===== src/rtl/prx_pkg.sv =====
// Shared types and character constants for the POSIX to ECMAScript regex translator.
`default_nettype none
package prx_pkg;

  localparam logic [7:0] CharBslash = 8'h5C;  // backslash
  localparam logic [7:0] CharLbrack = 8'h5B;  // [
  localparam logic [7:0] CharRbrack = 8'h5D;  // ]
  localparam logic [7:0] CharCaret  = 8'h5E;  // ^
  localparam logic [7:0] CharLparen = 8'h28;
  localparam logic [7:0] CharRparen = 8'h29;
  localparam logic [7:0] CharLbrace = 8'h7B;
  localparam logic [7:0] CharRbrace = 8'h7D;
  localparam logic [7:0] CharPlus   = 8'h2B;
  localparam logic [7:0] CharQmark  = 8'h3F;
  localparam logic [7:0] CharPipe   = 8'h7C;
  localparam logic [7:0] CharLess   = 8'h3C;
  localparam logic [7:0] CharGreat  = 8'h3E;
  localparam logic [7:0] CharB      = 8'h62;  // b
  localparam logic [7:0] CharColon  = 8'h3A;
  localparam logic [7:0] CharDot    = 8'h2E;
  localparam logic [7:0] CharEqual  = 8'h3D;

  localparam logic [1:0] KindColon = 2'd0;
  localparam logic [1:0] KindDot   = 2'd1;
  localparam logic [1:0] KindEqual = 2'd2;

  typedef struct packed {
    logic [7:0] pattern_char;
    logic       pattern_last;
  } in_item_t;

  typedef struct packed {
    logic [7:0] out_char;
    logic       out_last;
  } out_item_t;

  // Result of one input item: up to two bytes, first byte goes out first.
  typedef struct packed {
    logic [1:0] count;
    out_item_t  first;
    out_item_t  second;
  } xlate_res_t;

  function automatic logic [7:0] kind_char(input logic [1:0] kind);
    logic [7:0] c;
    unique case (kind)
      KindDot:   c = CharDot;
      KindEqual: c = CharEqual;
      default:   c = CharColon;
    endcase
    return c;
  endfunction

  function automatic logic is_group_char(input logic [7:0] c);
    return (c == CharLparen) || (c == CharRparen) || (c == CharLbrace) ||
           (c == CharRbrace) || (c == CharPlus) || (c == CharQmark) ||
           (c == CharPipe);
  endfunction

endpackage
`default_nettype wire


===== src/rtl/posix_regex_to_ecma_translator_unit.sv =====
// Top level of the POSIX to ECMAScript regex translator.
//
//   channel | direction | handshake          | payload
//   in      | input     | in_valid / stall   | pattern_char, pattern_last
//   out     | output    | out_valid / stall  | out_char, out_last
//   cfg     | input     | cfg_valid / ready  | extended_mode
//
// A byte is translated in the cycle it is accepted and lands in the result
// register; it goes out from the next cycle on. One-byte results sustain one
// item per cycle while out_stall is low; a two-byte result holds the input
// off until its first byte is out (one output port drains the two entries).
// Reset clears the scanner to normal text and the mode to basic. A stalled
// output holds the input off only once the result register cannot take more.
`default_nettype none
module posix_regex_to_ecma_translator_unit (
  input  wire logic              clk_i,
  input  wire logic              rst_ni,
  input  wire logic              in_valid_i,
  output logic                   in_stall_o,
  input  wire prx_pkg::in_item_t in_data_i,
  output logic                   out_valid_o,
  input  wire logic              out_stall_i,
  output prx_pkg::out_item_t     out_data_o,
  input  wire logic              cfg_valid_i,
  output logic                   cfg_ready_o,
  input  wire logic              cfg_data_i
);

  logic                extended_q;
  logic                room;
  logic                accept;
  prx_pkg::xlate_res_t res;

  assign cfg_ready_o = 1'b1;
  assign in_stall_o  = !room;
  assign accept      = in_valid_i && room;

  always_ff @(posedge clk_i or negedge rst_ni) begin
    if (!rst_ni) begin
      extended_q <= 1'b0;
    end else if (cfg_valid_i && cfg_ready_o) begin
      extended_q <= cfg_data_i;
    end
  end

  prx_xlate u_xlate (
    .clk_i      (clk_i),
    .rst_ni     (rst_ni),
    .extended_i (extended_q),
    .accept_i   (accept),
    .item_i     (in_data_i),
    .res_o      (res)
  );

  prx_outbuf u_outbuf (
    .clk_i       (clk_i),
    .rst_ni      (rst_ni),
    .load_i      (accept),
    .res_i       (res),
    .room_o      (room),
    .out_valid_o (out_valid_o),
    .out_stall_i (out_stall_i),
    .out_data_o  (out_data_o)
  );

endmodule
`default_nettype wire


===== src/rtl/prx_xlate.sv =====
// Scanner state and per-byte translation into zero to two result bytes.
`default_nettype none
module prx_xlate (
  input  wire logic             clk_i,
  input  wire logic             rst_ni,
  input  wire logic             extended_i,
  input  wire logic             accept_i,
  input  wire prx_pkg::in_item_t item_i,
  output prx_pkg::xlate_res_t   res_o
);

  typedef enum logic [2:0] {
    ScanNormal,
    ScanEscape,
    ScanBrStart,
    ScanBrCaret,
    ScanBrBody,
    ScanBrOpen,
    ScanSub,
    ScanSubEnd
  } scan_e;

  scan_e      scan_q, scan_d;
  logic [1:0] kind_q, kind_d;

  logic [7:0] c;
  logic       last;
  logic [7:0] kc;
  logic [1:0] cnt;
  logic [7:0] b0, b1;
  scan_e      body_nxt;

  always_comb begin
    c    = item_i.pattern_char;
    last = item_i.pattern_last;
    kc   = prx_pkg::kind_char(kind_q);

    if (c == prx_pkg::CharRbrack) begin
      body_nxt = ScanNormal;
    end else if (c == prx_pkg::CharLbrack) begin
      body_nxt = ScanBrOpen;
    end else begin
      body_nxt = ScanBrBody;
    end

    cnt    = 2'd1;
    b0     = c;
    b1     = c;
    scan_d = scan_q;
    kind_d = kind_q;

    unique case (scan_q)
      ScanNormal: begin
        if (c == prx_pkg::CharLbrack) begin
          scan_d = ScanBrStart;
        end else if (c == prx_pkg::CharBslash) begin
          if (!last) begin
            cnt    = 2'd0;
            scan_d = ScanEscape;
          end
        end else if (!extended_i && prx_pkg::is_group_char(c)) begin
          cnt = 2'd2;
          b0  = prx_pkg::CharBslash;
        end
      end
      ScanEscape: begin
        if (c == prx_pkg::CharLess || c == prx_pkg::CharGreat) begin
          cnt = 2'd2;
          b0  = prx_pkg::CharBslash;
          b1  = prx_pkg::CharB;
        end else if (!(!extended_i && prx_pkg::is_group_char(c))) begin
          cnt = 2'd2;
          b0  = prx_pkg::CharBslash;
        end
        scan_d = ScanNormal;
      end
      ScanBrStart: begin
        if (c == prx_pkg::CharCaret) begin
          scan_d = ScanBrCaret;
        end else if (c == prx_pkg::CharRbrack) begin
          scan_d = ScanBrBody;
        end else begin
          scan_d = body_nxt;
        end
      end
      ScanBrCaret: begin
        scan_d = (c == prx_pkg::CharRbrack) ? ScanBrBody : body_nxt;
      end
      ScanBrBody: begin
        scan_d = body_nxt;
      end
      ScanBrOpen: begin
        if (c == prx_pkg::CharColon) begin
          kind_d = prx_pkg::KindColon;
          scan_d = ScanSub;
        end else if (c == prx_pkg::CharDot) begin
          kind_d = prx_pkg::KindDot;
          scan_d = ScanSub;
        end else if (c == prx_pkg::CharEqual) begin
          kind_d = prx_pkg::KindEqual;
          scan_d = ScanSub;
        end else begin
          scan_d = body_nxt;
        end
      end
      ScanSub: begin
        if (c == kc) scan_d = ScanSubEnd;
      end
      ScanSubEnd: begin
        // repeated kind chars keep the close pending
        if (c == prx_pkg::CharRbrack) begin
          scan_d = ScanBrBody;
        end else if (c != kc) begin
          scan_d = ScanSub;
        end
      end
      default: scan_d = ScanNormal;
    endcase

    if (last) scan_d = ScanNormal;

    res_o.count           = cnt;
    res_o.first.out_char  = b0;
    res_o.first.out_last  = last && (cnt == 2'd1);
    res_o.second.out_char = b1;
    res_o.second.out_last = last;
  end

  always_ff @(posedge clk_i or negedge rst_ni) begin
    if (!rst_ni) begin
      scan_q <= ScanNormal;
      kind_q <= prx_pkg::KindColon;
    end else if (accept_i) begin
      scan_q <= scan_d;
      kind_q <= kind_d;
    end
  end

endmodule
`default_nettype wire


===== src/rtl/prx_outbuf.sv =====
// Two-entry result register that hands translated bytes out one per transfer.
`default_nettype none
module prx_outbuf (
  input  wire logic                clk_i,
  input  wire logic                rst_ni,
  input  wire logic                load_i,
  input  wire prx_pkg::xlate_res_t res_i,
  output logic                     room_o,
  output logic                     out_valid_o,
  input  wire logic                out_stall_i,
  output prx_pkg::out_item_t       out_data_o
);

  logic [1:0]         cnt_q, cnt_d;
  prx_pkg::out_item_t slot0_q, slot0_d;
  prx_pkg::out_item_t slot1_q, slot1_d;
  logic               take;

  assign out_valid_o = (cnt_q != 2'd0);
  assign out_data_o  = slot0_q;
  assign take        = out_valid_o && !out_stall_i;
  // new item fits once the buffer drains this cycle
  assign room_o      = (cnt_q == 2'd0) || ((cnt_q == 2'd1) && take);

  always_comb begin
    cnt_d   = cnt_q;
    slot0_d = slot0_q;
    slot1_d = slot1_q;
    if (load_i && res_i.count != 2'd0) begin
      cnt_d = res_i.count;
      if (res_i.count == 2'd1) begin
        slot0_d = res_i.second;
      end else begin
        slot0_d = res_i.first;
        slot1_d = res_i.second;
      end
    end else if (take) begin
      cnt_d   = cnt_q - 2'd1;
      slot0_d = slot1_q;
    end
  end

  always_ff @(posedge clk_i or negedge rst_ni) begin
    if (!rst_ni) begin
      cnt_q <= 2'd0;
    end else begin
      cnt_q <= cnt_d;
    end
  end

  always_ff @(posedge clk_i) begin
    slot0_q <= slot0_d;
    slot1_q <= slot1_d;
  end

endmodule
`default_nettype wire


===== config.mk =====
export PLATFORM = sky130hd
export DESIGN_NAME = posix_regex_to_ecma_translator_unit
export DESIGN_NICKNAME = d
export VERILOG_FILES = /design/src/rtl/prx_pkg.sv /design/src/rtl/posix_regex_to_ecma_translator_unit.sv /design/src/rtl/prx_xlate.sv /design/src/rtl/prx_outbuf.sv
export SDC_FILE = /design/constraint.sdc
export NUM_CORES = 1
export LEC_CHECK = 0
export BUFFER_PORTS_ARGS = -buffer_cell sky130_fd_sc_hd__buf_4
export CORE_MARGIN = 2
export CORE_UTILIZATION = 30
export DETAILED_ROUTE_END_ITERATION = 8
export HOLD_SLACK_MARGIN = 0.12
export SETUP_SLACK_MARGIN = 0.3
export SLEW_MARGIN = 10
export SYNTH_ARGS = -nofsm -noshare
export SYNTH_HDL_FRONTEND = slang
export SYNTH_SLANG_ARGS = --single-unit

===== constraint.sdc =====
create_clock -name clk_i -period 4.8 [get_ports clk_i]
set_clock_uncertainty 0.15 [all_clocks]
set_input_delay 0 -clock clk_i [delete_from_list [all_inputs] [get_ports clk_i]]
set_output_delay 0 -clock clk_i [all_outputs]
set_load 0.005 [all_outputs]

==> summary.txt, run 1 <==
Run status -> finished, final reports clean
Root buf cell -> clkbuf_8
Die W -> 78.9 um
Sequential area share after synthesis -> 44.0%
Crit-path max cell delay -> 0.53 ns
Yosys cell types -> 53
CP cell instances -> dlygate4sd3_1, buf_4, nand3b_1, a21boi_0, o31ai_1, o21ba_2, o311ai_0, o21ai_1
Post-synthesis cell area -> 1680 um^2
Tot GR Track Use -> 13.0%
Hold slack -> 0.340 ns
Most frequent cells in the layout -> buf_4 (25), edfxtp_1 (18), dlygate4sd3_1 (17)
CP arrival -> 2.40 ns
R2r setup slk -> 2.21 ns
Yosys warns -> 0
Slew @ Worst Pin -> 0.777 ns
Asr flop ratio synth -> 30.8%
Max_cap viols -> 0
Syn Inst Count -> 166
RSZ-0062 raised after global routing -> false
Min Clock Period, post-route -> 2.61 ns
Postcts setup bufs -> 0
EDFF count, synth -> 18
First-pass GRT wire length -> 6340 um
Clk sinks -> 26
Crit start category -> input port
Leak -> 0.000832 uW
CP Max Fanout -> 13
Antenna violations before repair -> 0
IR drop worst, VDD -> 152 uV
Syn Nets -> 185
Routed Antenna Nets -> 0
Normalized max-slew margin -> 47.8%
Core area -> 5470 um^2
Min-Delay Path Depth -> 2
Max Fclk -> 383 MHz
Syn_area_per_cell -> 10.1 um^2
Port Buffers -> 25
Layout Nets -> 223
Vias -> 1349
Gr ovfl total -> 0
Reg clk slew, reported paths -> 0.09 ns
Hold path start -> in_data_i[8]
Largest net degree at the start of global routing -> 15
Hold path endpoint -> u_outbuf.slot1_q[8]
DIE HEIGHT -> 78.9 um
CP Capture Type -> flip-flop
TritonRoute pass-1 iters -> 4
Share of cells above drive strength 1 -> 21.7%
Clock latency on the worst-skew pair -> 0.27 ns
Most used DFF post-synth -> edfxtp_1
Per-cell routed wire length -> 13.3 um
H-tree depth -> 1
Final period utilization -> 54.4%
Die area -> 6230 um^2
Vias in the first global route -> 1301
Routed vias/inst -> 4.91
Total negative slack -> 0 ns
WS Path Type -> input port to flip-flop
Reg-to-reg startpoint -> u_outbuf.cnt_q[0]
Gpl congestion -> 0.812
1st-iter DRT viols -> 53
CP max-delay cell -> dlygate4sd3_1
Max Slew Vio Count -> 0
Maximum buffer depth of the clock tree -> 2
CTS resizes -> 0
Critical R2R Capture -> u_xlate.kind_q[0]
Core Rows -> 27
Initial core utilization -> 30.8%
Total CTS buffers -> 3
HP Class -> input port to flip-flop
# diodes -> 0
Layout area overhead -> 25.4%
IO Pins -> 27
Remaining DRCs -> 0
Flops & latches, synth -> 26
PD cells -> 388 nW/um^2
Endpoints failing setup -> 0
CP Launch Point -> in_data_i[3]
Total Routed Length -> 3660 um
Commonest non-fill, non-tap cell in the layout -> buf_4
Worst R2R Path Depth -> 7
Worst path required time -> 4.59 ns
Final hold vios -> 0
CTS tree -> done
Detailed Place HPWL -> 2750 um
==> synthesized netlist by cell type (all sizes together) (2+ instances only) <==
master  number  area [um^2]
edfxtp      18          541
nor2        17         66.3
inv         13         48.8
nand2        9         33.8
o21ai        9         45.0
dfrtp        8          200
a22o         6         52.6
buf          6         53.8
a21oi        5         25.0
nor2b        5         31.3
or2          5         31.3
xnor2        5         43.8
ha           4         50.1
nand2b       4         25.0
clkbuf       3         11.3
nand3b       3         22.5
nand4        3         18.8
nor3         3         15.0
o211ai       3         22.5
o22ai        3         18.8
o31ai        3         36.3
and3         2         17.5
and4bb       2         25.0
nand3        2         10.0
nor4         2         12.5
or3          2         12.5
==> metal layers <==
metal  vias up  part of all wire [%]  GRT usage, %
met2        44                    47          21.3
met1       623                    47          17.3
met4         0                  0.79          3.45
met5         -                     0             0
li1        680                     -             -
met3         2                   5.7          2.95
==> flip-flops by register name (all words and copies together) (netlist names) <==
register             flops
extended_q               1
u_outbuf.cnt_q           2
u_outbuf.out_data_o      9
u_outbuf.slot1_q         9
u_xlate.kind_q           2
u_xlate.scan_q           3
==> layout make-up <==
class                           instances  area (um^2)
Fill cell                             552         3360
Multi-Input combinational cell        118          830
Sequential cell                        26          741
Timing Repair Buffer                   42          358
Tap cell                               72         90.1
Inverter                               13         48.8
Clock buffer                            3         41.3
Clock inverter                          1         3.75
==> stage by stage <==
stage               cell area (um^2)  util, %  std cells  power [uW]  setup slack [ns]
floorplan                       1680        -        166         572              2.49
detailed placement              1900     34.7        254         688              2.21
CTS                             2110     38.6        275         827              1.96
global placement                1900     34.7        254         686              2.32
global route                    2110     38.6        275         891              1.88
finish                          2110     38.6        275         820              2.19
==> what timing repair did <==
item,in CTS,in global routing
hold buffers,17,0
endpoints found under the hold margin,33,0
setup endpoints to repair,0,0
==> power breakdown <==
part / switching, uW / internal, uW / leakage (uW)
Clock: 70.6 / 57.4 / 0.0000231
Sequential: 30.7 / 308 / 0.000268
Combinational: 183 / 171 / 0.000542
Total: 284 / 536 / 0.000832
==> how the worst max path moves through the flow <==
stage,depth (start not counted),end
global route,7,u_xlate.kind_q[0]
CTS,8,u_outbuf.out_data_o[8]
detailed placement,6,u_outbuf.out_data_o[8]
finish,8,u_outbuf.out_data_o[4]
floorplan,6,u_outbuf.out_data_o[0]
global placement,6,u_outbuf.out_data_o[6]
==> critical path: cells and delay by family <==
family	cells	cell delay, ns
compound gates	5	1.48
buf+inv	2	0.72
simple gates	1	0.20
==> cell families after synthesis <==
| family | share of synthesized area, % |
|---|---|
| AOI/OAI and AO/OA | 18.9 |
| DFF | 44.0 |
| and+or+nand+nor | 23.3 |
| muxes | 1.26 |
| adders and majority gates | 2.97 |
| other | 0.223 |
| buffers and inverters | 6.76 |
| xor gates and xnor gates | 2.60 |
No activity file was read; power rests on OpenSTA's default activity.
==> run 2, diff against run 1 <==
==> constraint.sdc (replaced) <==
create_clock -name clk_i -period 2.45 [get_ports clk_i]
set_clock_uncertainty 0.15 [all_clocks]
set_input_delay 0 -clock clk_i [delete_from_list [all_inputs] [get_ports clk_i]]
set_output_delay 0 -clock clk_i [all_outputs]
set_load 0.005 [all_outputs]
==> summary.txt, run 2 (synthesized netlist as in run 1, its figures left out) <==
Run status -> finished, final reports clean
Total negative slack -> 0 ns (unchanged)
Switch share -> 33.8% (-0.83 points)
Final hold vios -> 0 (unchanged)
# diodes -> 0 (unchanged)
Buffers and inverters on the worst path -> 0 (-2)
IO Pins -> 27 (unchanged)
Antenna violations before repair -> 0 (unchanged)
CP cell instances -> ha_2, or3b_4, a2111oi_4, mux2i_1, a21oi_1, nor2_1, o22ai_1
Maximum buffer depth of the clock tree -> 2 (unchanged)
H-tree depth -> 1 (unchanged)
Detailed Place HPWL -> 2780 um (+1.0%)
Most frequent cells in the layout -> buf_4 (33), edfxtp_1 (18), dlygate4sd3_1 (16)
CP max-delay cell -> dfrtp_1
Share of cells above drive strength 1 -> 30.2% (+8.5 points)
Tot GR Track Use -> 13.6% (+0.64 points)
Core area -> 5470 um^2 (unchanged)
RSZ-0062 raised after global routing -> true
Max Fclk -> 448 MHz
IR drop worst, VDD -> 321 uV (+110%)
Vias -> 1422 (+5.4%)
Layout Nets -> 232 (+4.0%)
Worst path required time -> 2.46 ns (-2.13 ns)
Placed insts -> 261 (+2.8%)
PD cells -> 818 nW/um^2 (+110%)
Crit-path max cell delay -> 0.40 ns (-0.13 ns)
Reg clk slew, reported paths -> 0.10 ns (about the same)
Gpl congestion -> 0.831 (+2.3%)
Die W -> 78.9 um (unchanged)
Min Clock Period, post-route -> 2.23 ns
Routed vias/inst -> 5.01 (+2.1%)
Crit start category -> flip-flop
Hold slack -> 0.125 ns (-0.215 ns)
Endpoints failing setup -> 0 (unchanged)
WS Path Type -> flip-flop to flip-flop
DIE HEIGHT -> 78.9 um (unchanged)
Routed Antenna Nets -> 0 (unchanged)
Fin worst setup slack -> 0.216 ns (-1.97 ns)
Largest net degree at the start of global routing -> 16 (+1)
Total CTS buffers -> 3 (unchanged)
Place WS -> 0.165 ns (-2.05 ns)
HP Class -> input port to flip-flop
Layout area overhead -> 34.1%
Vias in the first global route -> 1307 (+0.46%)
Max Slew Vio Count -> 0 (unchanged)
P_sw -> 624 uW (+120%)
CP Capture Type -> flip-flop
Per-cell routed wire length -> 14.3 um (+7.4%)
Normalized max-slew margin -> 56.7% (+8.9 points)
Combinational power share -> 45.1% (+2.0 points)
R2r setup slk -> 0.22 ns (-1.99 ns)
Final period utilization -> 91.2%
Cell internal pwr -> 1220 uW (+130%)
Cell family with most CP delay -> simple AND/OR/NAND/NOR gates
Total Routed Length -> 4050 um (+11%)
1st-iter DRT viols -> 92 (+74%)
TritonRoute pass-1 iters -> 4 (unchanged)
Clock latency on the worst-skew pair -> 0.27 ns (about the same)
Sequential share of power -> 35.1% (-6.2 points)
Commonest non-fill, non-tap cell in the layout -> buf_4
CTS tree -> done
Post-Layout Cell Count -> 284 (+3.3%)
Placed inst area -> 1960 um^2 (+3.2%)
Gr ovfl total -> 0 (unchanged)
Root buf cell -> clkbuf_8
First-pass GRT wire length -> 6660 um (+5.0%)
Initial core utilization -> 30.8% (unchanged)
Fill cell count -> 553 (+0.18%)
Max_cap viols -> 0 (unchanged)
Remaining DRCs -> 0 (unchanged)
Clk sinks -> 26 (unchanged)
Die area -> 6230 um^2 (unchanged)
CP arrival -> 2.24 ns (-0.16 ns)
Port Buffers -> 25 (unchanged)
Core Rows -> 27 (unchanged)
CP Max Fanout -> 2 (-11)
Leak -> 0.000900 uW (+8.1%)
Design area -> 2260 um^2 (+6.9%)
Clk pwr share -> 19.8% (+4.2 points)
Slew @ Worst Pin -> 0.644 ns (-0.133 ns)
## run 2: cell types whose count changed in the layout (fill, tap and decap cells not counted), sizes merged
cell | previous run | this run
o21ai | 9 | 10
dlygate4sd3 | 17 | 16
clkinv | 1 | 0
dlymetal6s4s | 0 | 1
buf | 25 | 33
bufinv | 0 | 1
## run 2: power groups by stage
stage	registers, uW	clock network [uW]	logic, uW
6_report	647	366	833
5_1_grt	660	396	920
4_1_cts	647	369	796
3_5_place_dp	657	0	744
3_3_place_gp	658	0	741
2_1_floorplan	667	0	465
## run 2: final timing paths
path,start,endpoint,depth (start not counted)
max,u_xlate.kind_q[1],u_xlate.scan_q[1],7
min,in_data_i[4],u_xlate.kind_q[0],3
max reg2reg,u_xlate.kind_q[1],u_xlate.scan_q[1],7
min reg2reg,u_outbuf.slot1_q[0],u_outbuf.out_data_o[0],1
max in group asynchronous,rst_ni,u_outbuf.cnt_q[0],3
min in group asynchronous,rst_ni,u_xlate.kind_q[1],3
## run 2: layer usage
layer | share of wire [%] | vias to the layer above | track usage, %
met4 | 0.94 | 0 | 3.62
met5 | 0 | - | 0
li1 | - | 701 | -
met3 | 3.6 | 4 | 1.82
met2 | 44 | 37 | 19.7
met1 | 52 | 680 | 21.1
## run 2: what timing repair did
action,CTS,global route
setup buffers,1,0
hold buffers,17,0
endpoints found under the setup margin,21,29
endpoints found under the hold margin,41,0
resized for setup,6,8
gates cloned,1,0
pin swaps,6,2
## run 2: tightest hold or removal path, cell delays in order
cell and delay [ns]:
buf_4 0.14, nand4bb_1 0.24, o41ai_1 0.13
## run 2: metrics by stage
step,util (%),power (uW)
finish,41.3,1850
CTS,40.7,1810
global route,41.3,1980
global placement,35.8,1400
detailed placement,35.8,1400
floorplan,-,1130
## run 2: layout make-up
class	instances	area, um^2	share of cell area [%]
clock buffer	3	41.3	1.83
multi-input combinational	119	887	39.3
clock inverter	1	30.0	1.33
timing repair buffer	50	420	18.6
sequential	26	741	32.8
tap	72	90.1	3.99
inverter	13	48.8	2.16
